File: src/hw/rtl/clm_pkg.sv
package clm_pkg;

  localparam int ROWS   = 5;
  localparam int ROW_W  = 3;
  localparam int COL_W  = 13;
  localparam int DOT_BIT = 6;

  localparam logic [6:0]  TICK_LAST    = 7'd100;
  localparam logic [6:0]  SAMPLE_LAST  = 7'd100;
  localparam logic [6:0]  BRIGHT_RESET = 7'd100;
  localparam logic [15:0] DOT_TIMEOUT_RESET = 16'd500;
  localparam logic [6:0]  DIGIT_MAX    = 7'd99;

  // rows whose dot bit the timeout clears (rows 1, 3 and 4)
  localparam logic [ROWS-1:0] DOT_CLEAR_ROWS = 5'b11010;

  typedef enum logic [1:0] {
    ACT_TICK   = 2'd0,
    ACT_LOAD   = 2'd1,
    ACT_DOT    = 2'd2,
    ACT_SAMPLE = 2'd3
  } action_t;

  typedef enum logic [2:0] {
    DOT_NONE      = 3'd0,
    DOT_COLON     = 3'd1,
    DOT_SEMICOLON = 3'd2,
    DOT_PERIOD    = 3'd3,
    DOT_COMMA     = 3'd4
  } dot_mode_t;

  typedef struct packed {
    logic [1:0]  action;
    logic [6:0]  hours;
    logic [6:0]  minutes;
    logic [2:0]  dot_mode;
    logic [11:0] light_level;
  } item_t;

  typedef struct packed {
    logic [ROW_W-1:0] row_select;
    logic             row_on;
    logic [COL_W-1:0] column_bits;
    logic             sample_request;
    logic [6:0]       brightness;
  } result_t;

  // 3x5 font, top row in the high three bits
  localparam logic [14:0] GLYPH [10] = '{
    15'o75557, 15'o22222, 15'o71747, 15'o71717, 15'o55711,
    15'o74717, 15'o74757, 15'o71111, 15'o75757, 15'o75717
  };

  function automatic logic [2:0] glyph_row(input logic [3:0] digit, input int row);
    logic [14:0] g;
    g = GLYPH[digit];
    return g[3*(ROWS-1-row) +: 3];
  endfunction

  function automatic logic [ROWS-1:0] dot_rows(input logic [2:0] mode);
    logic [ROWS-1:0] m;
    case (mode)
      DOT_COLON:     m = 5'b01010;
      DOT_SEMICOLON: m = 5'b11010;
      DOT_PERIOD:    m = 5'b10000;
      DOT_COMMA:     m = 5'b11000;
      default:       m = '0;
    endcase
    return m;
  endfunction

  function automatic logic [6:0] level_of(input logic [11:0] ad);
    logic [6:0] lv;
    if (ad >= 12'd2500)      lv = 7'd100;
    else if (ad >= 12'd1500) lv = 7'd64;
    else if (ad >= 12'd1000) lv = 7'd32;
    else if (ad >= 12'd500)  lv = 7'd16;
    else if (ad >= 12'd250)  lv = 7'd8;
    else if (ad >= 12'd100)  lv = 7'd4;
    else if (ad >= 12'd50)   lv = 7'd2;
    else                     lv = 7'd1;
    return lv;
  endfunction

endpackage

File: src/hw/rtl/clock_led_matrix_scanner.sv
// Scanner for a 5-row, 13-column multiplexed clock display. Each request
// (tick, frame load, dot timer restart or light sample reply) gives exactly
// one result carrying the driven row, its on flag, the column pattern, a
// light sample request pulse and the current brightness. A request is
// latched in an input register, passes one step of logic into the result
// register, and the block takes one request per clock unless the result
// side stalls. The input register and the result register together buffer
// two requests, so one more request is taken while a result waits; after
// that in_stall follows out_stall in the same cycle. A frame load takes
// effect at once; the row drive changes only on ticks. dot_timeout may be
// written only while no request is in flight.
module clock_led_matrix_scanner
  import clm_pkg::*;
(
  input  logic             clk,
  input  logic             rst,
  input  logic             dot_timeout_we,
  input  logic [15:0]      dot_timeout_data,
  input  logic             in_valid,
  output logic             in_stall,
  input  logic [1:0]       action,
  input  logic [6:0]       hours,
  input  logic [6:0]       minutes,
  input  logic [2:0]       dot_mode,
  input  logic [11:0]      light_level,
  output logic             out_valid,
  input  logic             out_stall,
  output logic [ROW_W-1:0] row_select,
  output logic             row_on,
  output logic [COL_W-1:0] column_bits,
  output logic             sample_request,
  output logic [6:0]       brightness
);

  logic [15:0] dot_timeout_reg;
  logic        s1_valid;
  item_t       s1_item;
  logic        out_open;
  logic        s1_adv;
  result_t     res;
  result_t     res_reg;

  assign out_open = !out_valid || !out_stall;
  assign s1_adv   = s1_valid && out_open;
  assign in_stall = s1_valid && !out_open;

  always_ff @(posedge clk) begin
    if (rst) begin
      dot_timeout_reg <= DOT_TIMEOUT_RESET;
    end else if (dot_timeout_we) begin
      dot_timeout_reg <= dot_timeout_data;
    end
  end

  // input register: hold while the result side is blocked
  always_ff @(posedge clk) begin
    if (rst) begin
      s1_valid <= 1'b0;
    end else if (!in_stall) begin
      s1_valid <= in_valid;
    end
  end

  always_ff @(posedge clk) begin
    if (in_valid && !in_stall) begin
      s1_item <= '{action: action, hours: hours, minutes: minutes,
                   dot_mode: dot_mode, light_level: light_level};
    end
  end

  clm_core u_core (
    .clk         (clk),
    .rst         (rst),
    .step        (s1_adv),
    .item        (s1_item),
    .dot_timeout (dot_timeout_reg),
    .result      (res)
  );

  always_ff @(posedge clk) begin
    if (rst) begin
      out_valid <= 1'b0;
    end else if (out_open) begin
      out_valid <= s1_valid;
    end
  end

  always_ff @(posedge clk) begin
    if (s1_adv) begin
      res_reg <= res;
    end
  end

  assign row_select     = res_reg.row_select;
  assign row_on         = res_reg.row_on;
  assign column_bits    = res_reg.column_bits;
  assign sample_request = res_reg.sample_request;
  assign brightness     = res_reg.brightness;

endmodule

File: src/hw/rtl/clm_render.sv
module clm_render
  import clm_pkg::*;
(
  input  logic [6:0]       hours,
  input  logic [6:0]       minutes,
  input  logic [2:0]       dot_mode,
  output logic [COL_W-1:0] frame [ROWS]
);

  // split a value 0..99 into tens and ones; tens = (v * 205) >> 11
  function automatic logic [7:0] split_digits(input logic [6:0] v);
    logic [6:0]  sat;
    logic [14:0] prod;
    logic [3:0]  tens;
    logic [6:0]  tens10;
    logic [6:0]  ones;
    sat    = (v > DIGIT_MAX) ? DIGIT_MAX : v;
    prod   = 15'(sat) * 15'd205;
    tens   = prod[14:11];
    tens10 = 7'({tens, 3'b000}) + 7'({tens, 1'b0});
    ones   = sat - tens10;
    return {tens, ones[3:0]};
  endfunction

  logic [7:0]      h_dig;
  logic [7:0]      m_dig;
  logic [ROWS-1:0] dots;

  always_comb begin
    h_dig = split_digits(hours);
    m_dig = split_digits(minutes);
    dots  = dot_rows(dot_mode);
    for (int r = 0; r < ROWS; r++) begin
      frame[r] = {glyph_row(h_dig[7:4], r), glyph_row(h_dig[3:0], r), dots[r],
                  glyph_row(m_dig[7:4], r), glyph_row(m_dig[3:0], r)};
    end
  end

endmodule

File: src/hw/rtl/clm_core.sv
module clm_core
  import clm_pkg::*;
(
  input  logic        clk,
  input  logic        rst,
  input  logic        step,
  input  item_t       item,
  input  logic [15:0] dot_timeout,
  output result_t     result
);

  logic [COL_W-1:0] frame_rows [ROWS];
  logic [COL_W-1:0] frame_rows_next [ROWS];
  logic [COL_W-1:0] load_frame [ROWS];
  logic [6:0]       tick_count, tick_count_next, tick_inc;
  logic [ROW_W-1:0] scan_row, scan_row_next;
  logic [6:0]       sample_count, sample_count_next;
  logic [15:0]      dot_timer, dot_timer_next;
  logic [6:0]       bright_level, bright_level_next;
  logic             sample_pending, sample_pending_next;
  logic [ROW_W-1:0] drive_row, drive_row_next;
  logic             drive_on, drive_on_next;
  logic [COL_W-1:0] drive_columns, drive_columns_next;
  logic             req;

  clm_render u_render (
    .hours    (item.hours),
    .minutes  (item.minutes),
    .dot_mode (item.dot_mode),
    .frame    (load_frame)
  );

  always_comb begin
    frame_rows_next     = frame_rows;
    tick_count_next     = tick_count;
    scan_row_next       = scan_row;
    sample_count_next   = sample_count;
    dot_timer_next      = dot_timer;
    bright_level_next   = bright_level;
    sample_pending_next = sample_pending;
    drive_row_next      = drive_row;
    drive_on_next       = drive_on;
    drive_columns_next  = drive_columns;
    req                 = 1'b0;
    tick_inc            = tick_count + 7'd1;

    case (action_t'(item.action))
      ACT_TICK: begin
        tick_count_next = tick_inc;
        // blank once the on-time is used up
        if (tick_inc >= bright_level) begin
          drive_on_next      = 1'b0;
          drive_columns_next = '0;
        end
        if (tick_inc > TICK_LAST) begin
          tick_count_next = '0;
          if (dot_timer >= dot_timeout) begin
            for (int r = 0; r < ROWS; r++) begin
              if (DOT_CLEAR_ROWS[r]) frame_rows_next[r][DOT_BIT] = 1'b0;
            end
          end else begin
            dot_timer_next = dot_timer + 16'd1;
          end
          drive_row_next     = scan_row;
          drive_on_next      = 1'b1;
          drive_columns_next = frame_rows_next[scan_row];
          scan_row_next = (scan_row >= ROW_W'(ROWS - 1)) ? '0 : scan_row + ROW_W'(1);
          if (sample_count > SAMPLE_LAST) begin
            sample_pending_next = 1'b1;
            sample_count_next   = '0;
            req                 = 1'b1;
          end else begin
            sample_count_next = sample_count + 7'd1;
          end
        end
      end
      ACT_LOAD: frame_rows_next = load_frame;
      ACT_DOT:  dot_timer_next = '0;
      ACT_SAMPLE: begin
        if (sample_pending) begin
          sample_pending_next = 1'b0;
          bright_level_next   = level_of(item.light_level);
        end
      end
      default: ;
    endcase

    result.row_select     = drive_row_next;
    result.row_on         = drive_on_next;
    result.column_bits    = drive_columns_next;
    result.sample_request = req;
    result.brightness     = bright_level_next;
  end

  always_ff @(posedge clk) begin
    if (rst) begin
      for (int r = 0; r < ROWS; r++) frame_rows[r] <= '0;
      tick_count     <= '0;
      scan_row       <= '0;
      sample_count   <= '0;
      dot_timer      <= '0;
      bright_level   <= BRIGHT_RESET;
      sample_pending <= 1'b0;
      drive_row      <= '0;
      drive_on       <= 1'b0;
      drive_columns  <= '0;
    end else if (step) begin
      frame_rows     <= frame_rows_next;
      tick_count     <= tick_count_next;
      scan_row       <= scan_row_next;
      sample_count   <= sample_count_next;
      dot_timer      <= dot_timer_next;
      bright_level   <= bright_level_next;
      sample_pending <= sample_pending_next;
      drive_row      <= drive_row_next;
      drive_on       <= drive_on_next;
      drive_columns  <= drive_columns_next;
    end
  end

endmodule
File: config.mk
export PLATFORM = sky130hd
export DESIGN_NAME = clock_led_matrix_scanner
export DESIGN_NICKNAME = d
export VERILOG_FILES = /design/src/hw/rtl/clm_pkg.sv /design/src/hw/rtl/clock_led_matrix_scanner.sv /design/src/hw/rtl/clm_render.sv /design/src/hw/rtl/clm_core.sv
export SDC_FILE = /design/constraint.sdc
export NUM_CORES = 1
export LEC_CHECK = 0
export BUFFER_PORTS_ARGS = -buffer_cell sky130_fd_sc_hd__buf_2
export CAP_MARGIN = 20
export CORE_UTILIZATION = 48
export DETAILED_ROUTE_END_ITERATION = 10
export HOLD_SLACK_MARGIN = 0.15
export PLACE_DENSITY = 0.66
export SYNTH_ARGS = -nofsm -noshare
export SYNTH_HDL_FRONTEND = slang
export SYNTH_SLANG_ARGS = --single-unit
export TNS_END_PERCENT = 5
File: constraint.sdc
create_clock -name clk -period 15 [get_ports clk]
set_clock_uncertainty 0.15 [all_clocks]
set_input_delay 1.5 -clock clk [delete_from_list [all_inputs] [get_ports clk]]
set_output_delay 1.5 -clock clk [all_outputs]
set_load 0.1 [all_outputs]
Word-level counts from Yosys, hierarchy flattened
Memory sizes are Yosys's and may differ from the RTL's. A register that Yosys moved wholly into a read port is not among the register bits.
Index checks and enable logic that the tools add are counted.
- memory bits (read-only): 960
- memories: 4
- output and inout port bits: 27
- word-level logic and storage cells: 150
- input bits: 52
- flip-flop bits (word level): 161
- $mul: 2
- bitwise operators: 5
- magnitude comparators: 19
- mux-type cells: 56
- equal/unequal tests: 10
- reduce and logical (&&, ||, !) cells: 19
- add/sub/neg operators: 8
- memories (memory ; depth ; width ; rd ports ; clocked after memory_dff ; write ports ; RTL line ; RTL):
    (no name shown) ; 16 ; 15 ; 1 ; 1 ; 0 ; clm_pkg.sv:56 ; g = GLYPH[digit];
    (no name shown) ; 16 ; 15 ; 1 ; 1 ; 0 ; clm_pkg.sv:56 ;
    (no name shown) ; 16 ; 15 ; 1 ; 1 ; 0 ; clm_pkg.sv:56 ;
    (no name shown) ; 16 ; 15 ; 1 ; 1 ; 0 ; clm_pkg.sv:56 ;
- operators with widths (cell ; number):
    $mux 15 ; 8
    $mux 7 ; 12
    $mux 13 ; 5
    $bmux 13 s3 ; 1
    $mux 16 ; 2
    $pmux 16 s2 ; 1
    $mul 7x8->15 const B ; 2
    $gt 7x7->1 const B ; 4
    $ge 5x5->1 const B ; 4
    $not 4->5 ; 4
    $pmux 5 s4 ; 1
    $mux 1 ; 18
    $add 16x1->16 const B ; 1
    $ge 16x16->1 ; 1
    $add 7x1->7 const B ; 2
    $ge 12x10->1 const B ; 1
    $ge 12x11->1 const B ; 1
    $ge 12x12->1 const B ; 1
    $ge 12x6->1 const B ; 1
    $ge 12x7->1 const B ; 1
    $ge 12x8->1 const B ; 1
    $ge 12x9->1 const B ; 1
    $mux 3 ; 3
    $add 4x4->4 ; 2
    23 further kinds ; 41

Logic depth before layout (Yosys ltp)
Gate-level depths: netlist of run 1.
- depth after elaboration: 10
- depth in mapped cells: 22
- mapped depth without buffers: 22

Hierarchy
Synthesis of run 1 repeated with hierarchy kept, for this count alone.
- cell total of the unflattened synthesis: 1252
- area, all modules: 11634.9 sq um
- modules (own cells, without submodules) (module ; times used ; cells an instance ; area an instance (sq um)):
    clm_core ; 1 ; 782 ; 6366.1
    clm_render ; 1 ; 352 ; 2909.0
    clock_led_matrix_scanner ; 1 ; 118 ; 2359.8

Worst setup path before layout of run 1
OpenSTA, ideal clock, no wires.
- kind: flip-flop to flip-flop
- start: reg s1_item[18] in the netlist's numbering
- end: reg u_core.frame_rows[52] in the netlist's numbering
- setup time: 0.116 ns
- setup slack: 9.686 ns
- clock period less this slack: 5.314 ns
- data required time: 14.734 ns
- arrival: 5.048 ns
- cell stages (with the launch flop): 23
- buffers on the path: 0
- path through: edfxtp_1 -> o311a_1 -> nor2_1 -> inv_1 -> ha_1 -> inv_1 -> fa_1 -> inv_1 -> fa_1 -> ha_1 -> ha_1 -> o21a_1 -> a21oi_1 -> a311o_1 -> nand2b_1 -> xor2_1 -> ha_1 -> nand2_1 -> nand3_1 -> xnor2_1 -> xnor2_1 -> or3_1 -> o211a_1
- word-level cells in the longest chain between the ends: 6
- RTL lines (what ; RTL line ; RTL):
    from (decl) ; clock_led_matrix_scanner.sv:37 ; item_t s1_item;
    from (signal assigned) ; clock_led_matrix_scanner.sv:66 ; s1_item <= '{action: action, hours: hours, minutes: minutes,
    $gt 7x7->1 ; clm_render.sv:17 ; sat = (v > DIGIT_MAX) ? DIGIT_MAX : v;
    $mux 7 (*) ; clm_render.sv:17 ;
    $mul 7x8->15 ; clm_render.sv:18 ; prod = 15'(sat) * 15'd205;
    $add 4x4->4 ; clm_render.sv:20 ; tens10 = 7'({tens, 3'b000}) + 7'({tens, 1'b0});
    $sub 4x4->4 (*) ; clm_render.sv:21 ; ones = sat - tens10;
    $not 4->5 (implied by the code) (*) ; clm_pkg.sv:56 ;
    to (decl) ; clm_core.sv:12 ; logic [COL_W-1:0] frame_rows [ROWS];
Mark *: on every way between the ends. The rest lies on a longest branch, timed or not.
A chain may end at the register's enable or synchronous reset.

Worst setup path after layout of run 1
- start: reg s1_item[26] in the netlist's numbering
- end: reg u_core.frame_rows[20] in the netlist's numbering
The elaborated chain is that of the path after synthesis.

==> results of run 1 <==
kinds of logic (layout without fill, tap and decap cells):
group / count (synthesis) / after routing / share of synthesized area [%]
simple gates: 314 / 314 / 14.20
compound gates: 284 / 284 / 18.02
flops: 178 / 178 / 39.29
buf+inv: 140 / 205 / 5.126
fa+ha+maj: 136 / 136 / 17.40
mux: 31 / 31 / 3.453
xor+xnor: 28 / 28 / 2.521
area by class of cell:
type | instances | area (um^2)
inverter | 89 | 334.1
fill | 1933 | 9537
tap | 275 | 344.1
clock inverter | 14 | 191.4
timing repair buffer | 84 | 437.9
sequential | 178 | 4114
clock buffer | 18 | 429.2
multi-input combinational | 793 | 5833
worst paths after layout:
| check | to | from | slack, ns | cells after the start |
|---|---|---|---|---|
| max | u_core.frame_rows[20] | s1_item[26] | 8.89 | 22 |
| min | u_core.frame_rows[25] | u_core.frame_rows[25] | 0.31 | 2 |
| max reg2reg | u_core.frame_rows[20] | s1_item[26] | 8.89 | 22 |
| min reg2reg | u_core.frame_rows[25] | u_core.frame_rows[25] | 0.31 | 2 |
power groups by stage:
stage,logic [W],clock network [W],registers (W)
6_report,0.000435,0.000473,0.000524
5_1_grt,0.000493,0.000499,0.000526
4_1_cts,0.000434,0.000479,0.000523
3_5_place_dp,0.000428,0,0.000534
3_3_place_gp,0.000420,0,0.000534
2_1_floorplan,0.000311,0,0.000555
critical path, delay by kind of cell, from the launching register on:
kind	cells	cell delay (ns)
AOI/OAI and AO/OA	6	1.50
adders and majority gates	6	2.07
and+or+nand+nor	4	1.01
DFF	1	0.38
xor gates and xnor gates	2	0.60
buffers and inverters	3	0.25
muxes	1	0.10
metrics by stage:
stage	cell area, um^2	hold slack, ns	setup slack [ns]	total power, W	instances
finish	11680	0.3093	8.891	0.001432	1451
global route	11680	0.3283	8.506	0.001518	1451
CTS	11680	0.3077	8.896	0.001437	1450
detailed placement	11060	0.2969	8.951	0.0009621	1418
global placement	11060	0.2919	8.945	0.0009542	1418
floorplan	10470	0.2788	9.686	0.0008664	1111
per-layer routing:
metal | share of wire (%) | vias up | track usage, %
met5 | 0 | - | 0
met4 | 0.95 | 0 | 5.152
li1 | - | 4127 | -
met1 | 48 | 3927 | 27.50
met2 | 48 | 146 | 34.14
met3 | 3.3 | 13 | 3.171
placed cells by master (no fill, tap or decap), types with 12 or more instances in the layout:
cell         n
dfxtp_1    123
o2bb2ai_1   25
nor3_1      18
o21ai_0     62
xor2_1      12
edfxtp_1    55
buf_2       77
xnor2_1     15
a21oi_1     66
nand3_1     18
fa_1        16
mux2i_1     26
inv_1       89
a211oi_1    16
clkbuf_16   17
nand2_1    101
ha_1       120
nor2_1      90
o211ai_1    14
a31oi_1     22
==> flow_summary_export.csv, run 1 <==
group,metric,value,unit
setup_path,start_kind,"flip-flop",
timing,drv_slew,0,
layout,final_nets,1351,
placed_design,io_buffers,77,
yosys,synth.area.top_cells,"dfxtp_1 24%, edfxtp_1 16%, ha_1 14%, nand2_1 3.6%, nor2_1 3.2%",
power_and_ir_drop,switchingPower,0.0004937,W
min_path,hp-class,"reg2reg",
yosys,ys_seq_area_share,39.29,%
drt,drt-vias-per-instance,5.660,
setup_path,slowest_stage,"fa_1",
yosys,synth_flop_cell,"dfxtp_1",
timing,rsz0062_at_grt,"no",
setup_path,crit_fanout,7,
power_and_ir_drop,swShare,34.47,%
layout,largest_register,"u_core.frame_rows",
drt,drt.antenna.violating_nets,0,
layout,largest_reg_flops,47,
timing,setup_violations,0,
global_routing,grt_pass1_vias,7626,
yosys,synth_area_per_cell,9.425,um^2
setup_path,arrival,6.31,ns
drt,finalWirelength,22270,um
yosys,netlist.area_leader.share,23.52,%
drt,dr.pass1.iters,6,
timing,slew_headroom,31.50,%
cts,cts_buffer_depth,2,
floorplanning,rows,53,
setup_path,critPathRequiredTime,15.20,ns
setup_path,slowest_delay,0.47,ns
timing,tightestPinTransition,1.025,ns
timing,finalCritPeriodShare,40.73,%
cts,ctsResizeCount,0,
timing,hold_viol_final,0,
drt,drt_iter0_drc,546,
global_routing,grt_pass1_wl,36770,um
power_and_ir_drop,internal_power,0.0009386,W
timing,fin_crit,6.109,ns
drt,detail_route.wl_per_cell,15.34,um
layout,fin_util,55.06,%
timing,tns,0,ns
floorplanning,die-area,22410,um^2
layout,layout-drive-gt1-share,11.48,%
layout,top_regs,"u_core.frame_rows (47), s1_item (30)",
power_and_ir_drop,comb_power_share,30.4,%
placed_design,place_congestion,0.8272,
setup_path,crit_chain,"o311a_1 -> nor2_1 -> inv_1 -> ha_1 -> inv_1 -> fa_1 -> inv_1 -> ha_1 -> ha_1 -> ha_1 -> a211oi_1 -> nand2_1 -> o2111ai_1 -> a21oi_1 -> nor2_1 -> ha_1 -> a21oi_1 -> mux2i_1 -> xnor2_1 -> xnor2_1 -> nor2_1 -> a31oi_1",
setup_path,crit_top_cell,"ha_1",
cts,cts_inserted_buffers,17,
cts,cts_tree,"built",
setup_path,path_class,"reg2reg",
power_and_ir_drop,sequentialPowerShare,36.6,%
yosys,syn_inst,1111,
setup_path,setup.worst_path.end_class,"flip-flop",
cts,clkTransAtPathRegs,0.07,ns
yosys,synth_area,10470,um^2
cts,post_cts_buffers,0,
yosys,async_flop_share,0,%
yosys,synth.distinct_cells,73,
cts,root_buffer,"clkbuf_16",
floorplanning,io_pins,79,
cts,clock_sinks,178,
yosys,synth_area_leader_cell,"dfxtp_1",
yosys,yosysWarnings,0,
power_and_ir_drop,clkPwrFrac,33.0,%
yosys,synth_common_cells,"123 x dfxtp_1, 120 x ha_1, 101 x nand2_1, 90 x nor2_1, 89 x inv_1",
drt,vias,8213,
run,cap_violations,0,
timing,max_freq,163.7,MHz
floorplanning,fp.dieH,149.7,um
power_and_ir_drop,p_leak,4.998,nW
floorplanning,die_x,149.7,um
floorplanning,start_util,49.35,%
yosys,synth_edf_count,55,
floorplanning,core-area,21220,um^2
yosys,syn_nets,1299,
power_and_ir_drop,power.density,122.6,nW/um^2
cts,ctsHoldBuffers,0,
global_routing,grt_usage,20.44,%
global_routing,antenna_found_initial,0,
layout,antenna_cells,0,
drt,route.detailed.drc,0,
global_routing,grt.overflow.total,0,
yosys,yosys_register_bits,178,
cts,clkLatencyLatePin,0.43,ns
yosys,synth_most_common_cell,"dfxtp_1",
status,status,"complete, no violations",
placed_design,dp_hpwl,15770,um
power_and_ir_drop,peakVddDrop,0.08429,mV
cts,cts-htree-levels,4,
layout,syn2layout_area_growth,11.58,%
global_routing,grt_max_degree,59,
Power figures use the tool's default switching activity.
==> run 2: changes to the inputs <==
==> constraint.sdc (replaced) <==
create_clock -name clk -period 5.9 [get_ports clk]
set_clock_uncertainty 0.15 [all_clocks]
set_input_delay 0.59 -clock clk [delete_from_list [all_inputs] [get_ports clk]]
set_output_delay 0.59 -clock clk [all_outputs]
set_load 0.1 [all_outputs]
==> run 2 against run 1 <==
Routed wire length fell by 0.63%. Setup slack worse by 8.5 ns. Global-route usage increased by 0.35 points. Critical path depth unchanged. First-iteration DRC count decreased by 6.4%. Cell area shrank 0.21%. Total power grew 140%. Clock-buffer cell count increased by 1. Sequential power increased to 2.5 times the previous value. Core utilization is 0.12 points lower. Combinational power rose to 2.6 times the previous value. Final cell count grew 0.62%. Critical path type unchanged.
==> flow_summary_export.csv, run 2 (synthesis gave the netlist of run 1 again) <==
group,metric,value,unit
timing,setup_violations,0,
timing,setup_ws,0.4060,ns
layout,layout-drive-gt1-share,11.98,%
timing,tns,0,ns
setup_path,crit_fanout,7,
cts,cts_tree,"built",
drt,top_layer,"met4",
setup_path,arrival,5.63,ns
drt,drt_iter0_drc,511,
floorplanning,fp.dieH,149.7,um
drt,routed-wl-met3,825,um
setup_path,crit_start,"s1_item[27]",
global_routing,grt_max_degree,56,
timing,slew_headroom,29.75,%
drt,dr.pass1.iters,8,
setup_path,start_kind,"flip-flop",
layout,fill_cells,1964,
layout,largest_register,"u_core.frame_rows",
cts,clock_sinks,178,
timing,fin_crit,5.494,ns
placed_design,place_congestion,0.8202,
setup_path,reg2reg_depth,22,
status,status,"complete, no violations",
cts,cts_buffer_depth,2,
drt,dr_wl_met2,10340,um
global_routing,grt.overflow.total,0,
power_and_ir_drop,peakVddDrop,0.1476,mV
drt,vias,8167,
floorplanning,die_x,149.7,um
global_routing,grt_pass1_wl,37220,um
drt,finalWirelength,22130,um
placed_design,io_buffers,77,
setup_path,reg2reg_slack,0.41,ns
cts,clkTransAtPathRegs,0.07,ns
drt,route.detailed.drc,0,
timing,hold_ws,0.1850,ns
layout,multi_input_area,5836,um^2
setup_path,setup.worst_path.end_class,"flip-flop",
min_path,hp-class,"in2reg",
layout,top_regs,"u_core.frame_rows (47), s1_item (30)",
layout,layout_commonest_cell,"dfxtp_1",
placed_design,dp_worst_setup_slack,0.3220,ns
drt,drt.antenna.violating_nets,0,
power_and_ir_drop,finalPower,0.003491,W
drt,drt-vias-per-instance,5.594,
placed_design,dpl.cell_count,1428,
setup_path,critPathRequiredTime,6.04,ns
timing,finalCritPeriodShare,93.12,%
timing,max_freq,182.0,MHz
floorplanning,die-area,22410,um^2
floorplanning,io_pins,79,
layout,final_nets,1361,
layout,final_cell_mix,"123 x dfxtp_1, 120 x ha_1, 101 x nand2_1",
global_routing,grt_usage,20.79,%
timing,tightestPinTransition,1.052,ns
run,cap_violations,0,
global_routing,antenna_found_initial,0,
cts,clkLatencyLatePin,0.43,ns
min_path,hold_depth,1,
setup_path,r2r-start,"s1_item[27]",
power_and_ir_drop,p_leak,4.982,nW
cts,cts-htree-levels,4,
floorplanning,core-area,21220,um^2
min_path,hp-start,"light_level[6]",
layout,antenna_cells,0,
layout,seq_area,4114,um^2
drt,met1_length,10660,um
timing,drv_slew,0,
layout,syn2layout_area_growth,11.34,%
power_and_ir_drop,power.density,299.4,nW/um^2
placed_design,dp_hpwl,15960,um
global_routing,grt_pass1_vias,7725,
cts,cts_inserted_buffers,17,
timing,hold_viol_final,0,
floorplanning,rows,53,
floorplanning,start_util,49.35,%
layout,largest_reg_flops,47,
setup_path,worstReg2RegEnd,"u_core.frame_rows[20]",
cts,ctsResizeCount,0,
setup_path,path_class,"reg2reg",
cts,post_cts_buffers,0,
layout,final_cells,1460,
cts,ctsHoldBuffers,0,
min_path,whs_endpoint,"s1_item[6]",
cts,root_buffer,"clkbuf_16",
drt,detail_route.wl_per_cell,15.15,um
-- run 2: layer usage --
metal / vias up / global-route usage [%]
met3: 19 / 3.841
met5: - / 0
met2: 161 / 33.87
met1: 3842 / 27.92
li1: 4145 / -
met4: 0 / 6.263
-- run 2: power by group --
| part | internal [W] | switching (W) | leakage [nW] |
|---|---|---|---|
| Combinational | 0.000440 | 0.000707 | 3.23 |
| Sequential | 0.00131 | 0.0000260 | 1.51 |
| Clock | 0.000536 | 0.000476 | 0.237 |
| Total | 0.00228 | 0.00121 | 4.98 |
-- run 2: layout make-up --
| class | instances | area share [%] |
|---|---|---|
| clock buffer | 19 | 3.713 |
| clock inverter | 12 | 0.7298 |
| inverter | 89 | 2.865 |
| multi-input combinational | 793 | 50.05 |
| sequential | 178 | 35.29 |
| tap | 275 | 2.951 |
| timing repair buffer | 94 | 4.400 |
-- run 2: worst max path at each step --
stage,to,slack [ns],cells after the start
global route,u_core.frame_rows[59],-0.008,22
floorplan,u_core.frame_rows[52],0.59,22
detailed placement,u_core.frame_rows[59],0.32,22
global placement,u_core.frame_rows[20],0.38,22
finish,u_core.frame_rows[20],0.41,22
CTS,u_core.frame_rows[59],0.30,22
-- run 2: worst max-delay path, cell delays in order, from the launching register on --
cell and delay [ns]:
edfxtp_1 0.46, nand2_1 0.12, and2_1 0.24, ha_1 0.33, inv_1 0.06, fa_1 0.53
inv_1 0.04, ha_1 0.30, fa_1 0.48, ha_1 0.23, a211oi_1 0.25, nand2_1 0.10
o2111ai_1 0.36, a21oi_1 0.15, nor2_1 0.18, ha_1 0.32, a21oi_1 0.15, mux2i_1 0.09
xnor2_1 0.20, xnor2_1 0.09, buf_4 0.16, nor2_2 0.22, a31oi_1 0.12
-- run 2: through the flow --
stage	instance area, um^2	util, %
3_5_place_dp	11130	52.45
2_1_floorplan	10470	-
5_1_grt	11660	54.94
6_report	11660	54.94
3_3_place_gp	11130	52.45
4_1_cts	11650	54.89
==> run 3: changes to the inputs <==
--- a/config.mk
+++ b/config.mk
@@ -9,6 +9,7 @@
 export CAP_MARGIN = 20
 export CORE_UTILIZATION = 48
 export DETAILED_ROUTE_END_ITERATION = 10
+export GPL_TIMING_DRIVEN = 0
 export HOLD_SLACK_MARGIN = 0.15
 export PLACE_DENSITY = 0.66
 export SYNTH_ARGS = -nofsm -noshare
==> run 3 against run 2 <==
Largest power group unchanged. Cell area up 2.2%. Critical endpoint is now u_core.frame_rows[15]. Sequential share of layout area down 0.77 points. Register-to-register slack lost 0.07 ns.
==> flow_summary_export.csv, run 3 (synthesis gave the netlist of run 1 again) <==
group,metric,value,unit
setup_path,path_class,"reg2reg",
power_and_ir_drop,p_leak,5.066,nW
global_routing,grt_pass1_vias,8212,
layout,layout_commonest_cell,"dfxtp_1",
global_routing,grt_max_degree,35,
floorplanning,die_x,149.7,um
layout,final_cell_mix,"123 x dfxtp_1, 120 x ha_1, 101 x nand2_1",
layout,antenna_cells,0,
run,cap_violations,0,
drt,vias,8532,
global_routing,grt.overflow.total,0,
placed_design,dp_worst_setup_slack,-0.1740,ns
cts,cts_tree,"built",
floorplanning,io_pins,79,
timing,fin_crit,5.565,ns
placed_design,dpl.cell_count,1464,
drt,dr.pass1.iters,5,
floorplanning,die-area,22410,um^2
setup_path,crit_fanout,6,
setup_path,arrival,5.78,ns
layout,layout-drive-gt1-share,11.86,%
min_path,hold_depth,1,
placed_design,dp_hpwl,18250,um
timing,rsz0062_at_grt,"yes",
floorplanning,rows,53,
global_routing,grt_pass1_wl,40340,um
drt,drt_iter0_drc,452,
min_path,hp-start,"minutes[0]",
cts,clkTransAtPathRegs,0.07,ns
timing,tns,0,ns
placed_design,place_congestion,0.8499,
power_and_ir_drop,peakVddDrop,0.1996,mV
status,status,"complete, no violations",
setup_path,start_kind,"flip-flop",
placed_design,io_buffers,76,
setup_path,worstReg2RegEnd,"u_core.frame_rows[15]",
setup_path,critPathRequiredTime,6.12,ns
power_and_ir_drop,power.density,305.5,nW/um^2
drt,finalWirelength,24480,um
timing,hold_viol_final,0,
layout,largest_reg_flops,47,
cts,cts-htree-levels,4,
setup_path,reg2reg_slack,0.34,ns
timing,max_freq,179.7,MHz
timing,drv_slew,0,
floorplanning,start_util,49.35,%
min_path,hp-class,"in2reg",
drt,detail_route.wl_per_cell,16.34,um
layout,largest_register,"u_core.frame_rows",
timing,tightestPinTransition,0.8371,ns
drt,route.detailed.drc,0,
drt,drt-vias-per-instance,5.696,
cts,clock_sinks,178,
floorplanning,core-area,21220,um^2
cts,cts_buffer_depth,2,
timing,setup_ws,0.3350,ns
setup_path,r2r-start,"s1_item[18]",
timing,slew_headroom,44.19,%
setup_path,crit_top_cell,"ha_1",
layout,syn2layout_area_growth,13.82,%
layout,top_regs,"u_core.frame_rows (47), s1_item (30)",
global_routing,grt_usage,22.84,%
timing,setup_violations,0,
min_path,whs_endpoint,"s1_item[15]",
setup_path,slowest_stage,"fa_1",
drt,drt.antenna.violating_nets,0,
cts,clkLatencyLatePin,0.43,ns
setup_path,setup.worst_path.end_class,"flip-flop",
power_and_ir_drop,finalPower,0.003641,W
floorplanning,fp.dieH,149.7,um
timing,hold_ws,0.1730,ns
layout,final_cells,1498,
setup_path,crit_chain,"o311a_4 -> nor2_4 -> inv_1 -> ha_1 -> inv_1 -> fa_1 -> inv_1 -> ha_1 -> ha_1 -> ha_1 -> a211o_1 -> a21oi_2 -> a311o_1 -> nand2b_1 -> xor2_2 -> ha_1 -> nand2_1 -> nand3_1 -> xnor2_2 -> xnor2_1 -> nand3_1 -> a31oi_1",
cts,cts_inserted_buffers,17,
timing,finalCritPeriodShare,94.32,%
setup_path,reg2reg_depth,22,
cts,root_buffer,"clkbuf_16",
global_routing,antenna_found_initial,0,
setup_path,slowest_delay,0.50,ns
layout,final_nets,1398,
==> run 3: worst max path at each step <==
stage	from	endpoint	slack [ns]	depth (start not counted)
4_1_cts	s1_item[26]	u_core.frame_rows[20]	0.04	22
6_report	s1_item[18]	u_core.frame_rows[15]	0.34	22
3_3_place_gp	s1_item[18]	u_core.frame_rows[52]	-0.08	22
5_1_grt	s1_item[26]	u_core.frame_rows[22]	-0.03	22
3_5_place_dp	s1_item[26]	u_core.frame_rows[20]	-0.17	22
2_1_floorplan	s1_item[18]	u_core.frame_rows[52]	0.59	22
==> run 3: repair_timing <==
action | 4_1_cts | 5_1_grt
setup endpoints to repair | 15 | 22
hold buffers | 0 | 0
setup buffers | 0 | 2
pin swaps | 0 | 2
gates resized for setup | 5 | 12
==> run 3: area by class of cell <==
type / count / area [um^2]
fill: 1932 / 9301
multi-input combinational: 793 / 5909
sequential: 178 / 4114
clock buffer: 19 / 432.9
timing repair buffer: 80 / 430.4
tap: 275 / 344.1
inverter: 89 / 334.1
buffer: 51 / 203.9
clock inverter: 13 / 150.1
==> run 3: report_power, final <==
group / switching [W] / internal (W)
Combinational: 0.000739 / 0.000433
Clock: 0.000507 / 0.000633
Sequential: 0.0000232 / 0.00131
Total: 0.00127 / 0.00237
==> run 3: metrics by stage <==
step / cell area [um^2] / util [%]
2_1_floorplan: 10470 / -
3_3_place_gp: 11200 / 52.76
3_5_place_dp: 11240 / 52.97
4_1_cts: 11850 / 55.82
5_1_grt: 11920 / 56.17
6_report: 11920 / 56.17
==> run 3: metal layers <==
metal / global-route usage, % / wire, um / vias to the layer above
met1: 30.44 / 11400 / 4094
met3: 3.232 / 1026 / 34
met5: 0 / 0 / -
met2: 38.03 / 11550 / 192
li1: - / - / 4212
met4: 7.323 / 499 / 0
==> run 3: worst max-delay path: cells and delay by family, from the launching register on <==
family	cells	cell delay (ns)
AO/OA/AOI/OAI	5	1.26
AND/OR/NAND/NOR	5	0.59
flip-flops	1	0.41
buffers and inverters	3	0.20
XOR/XNOR	3	0.86
adder cells (fa/ha/maj)	6	2.03
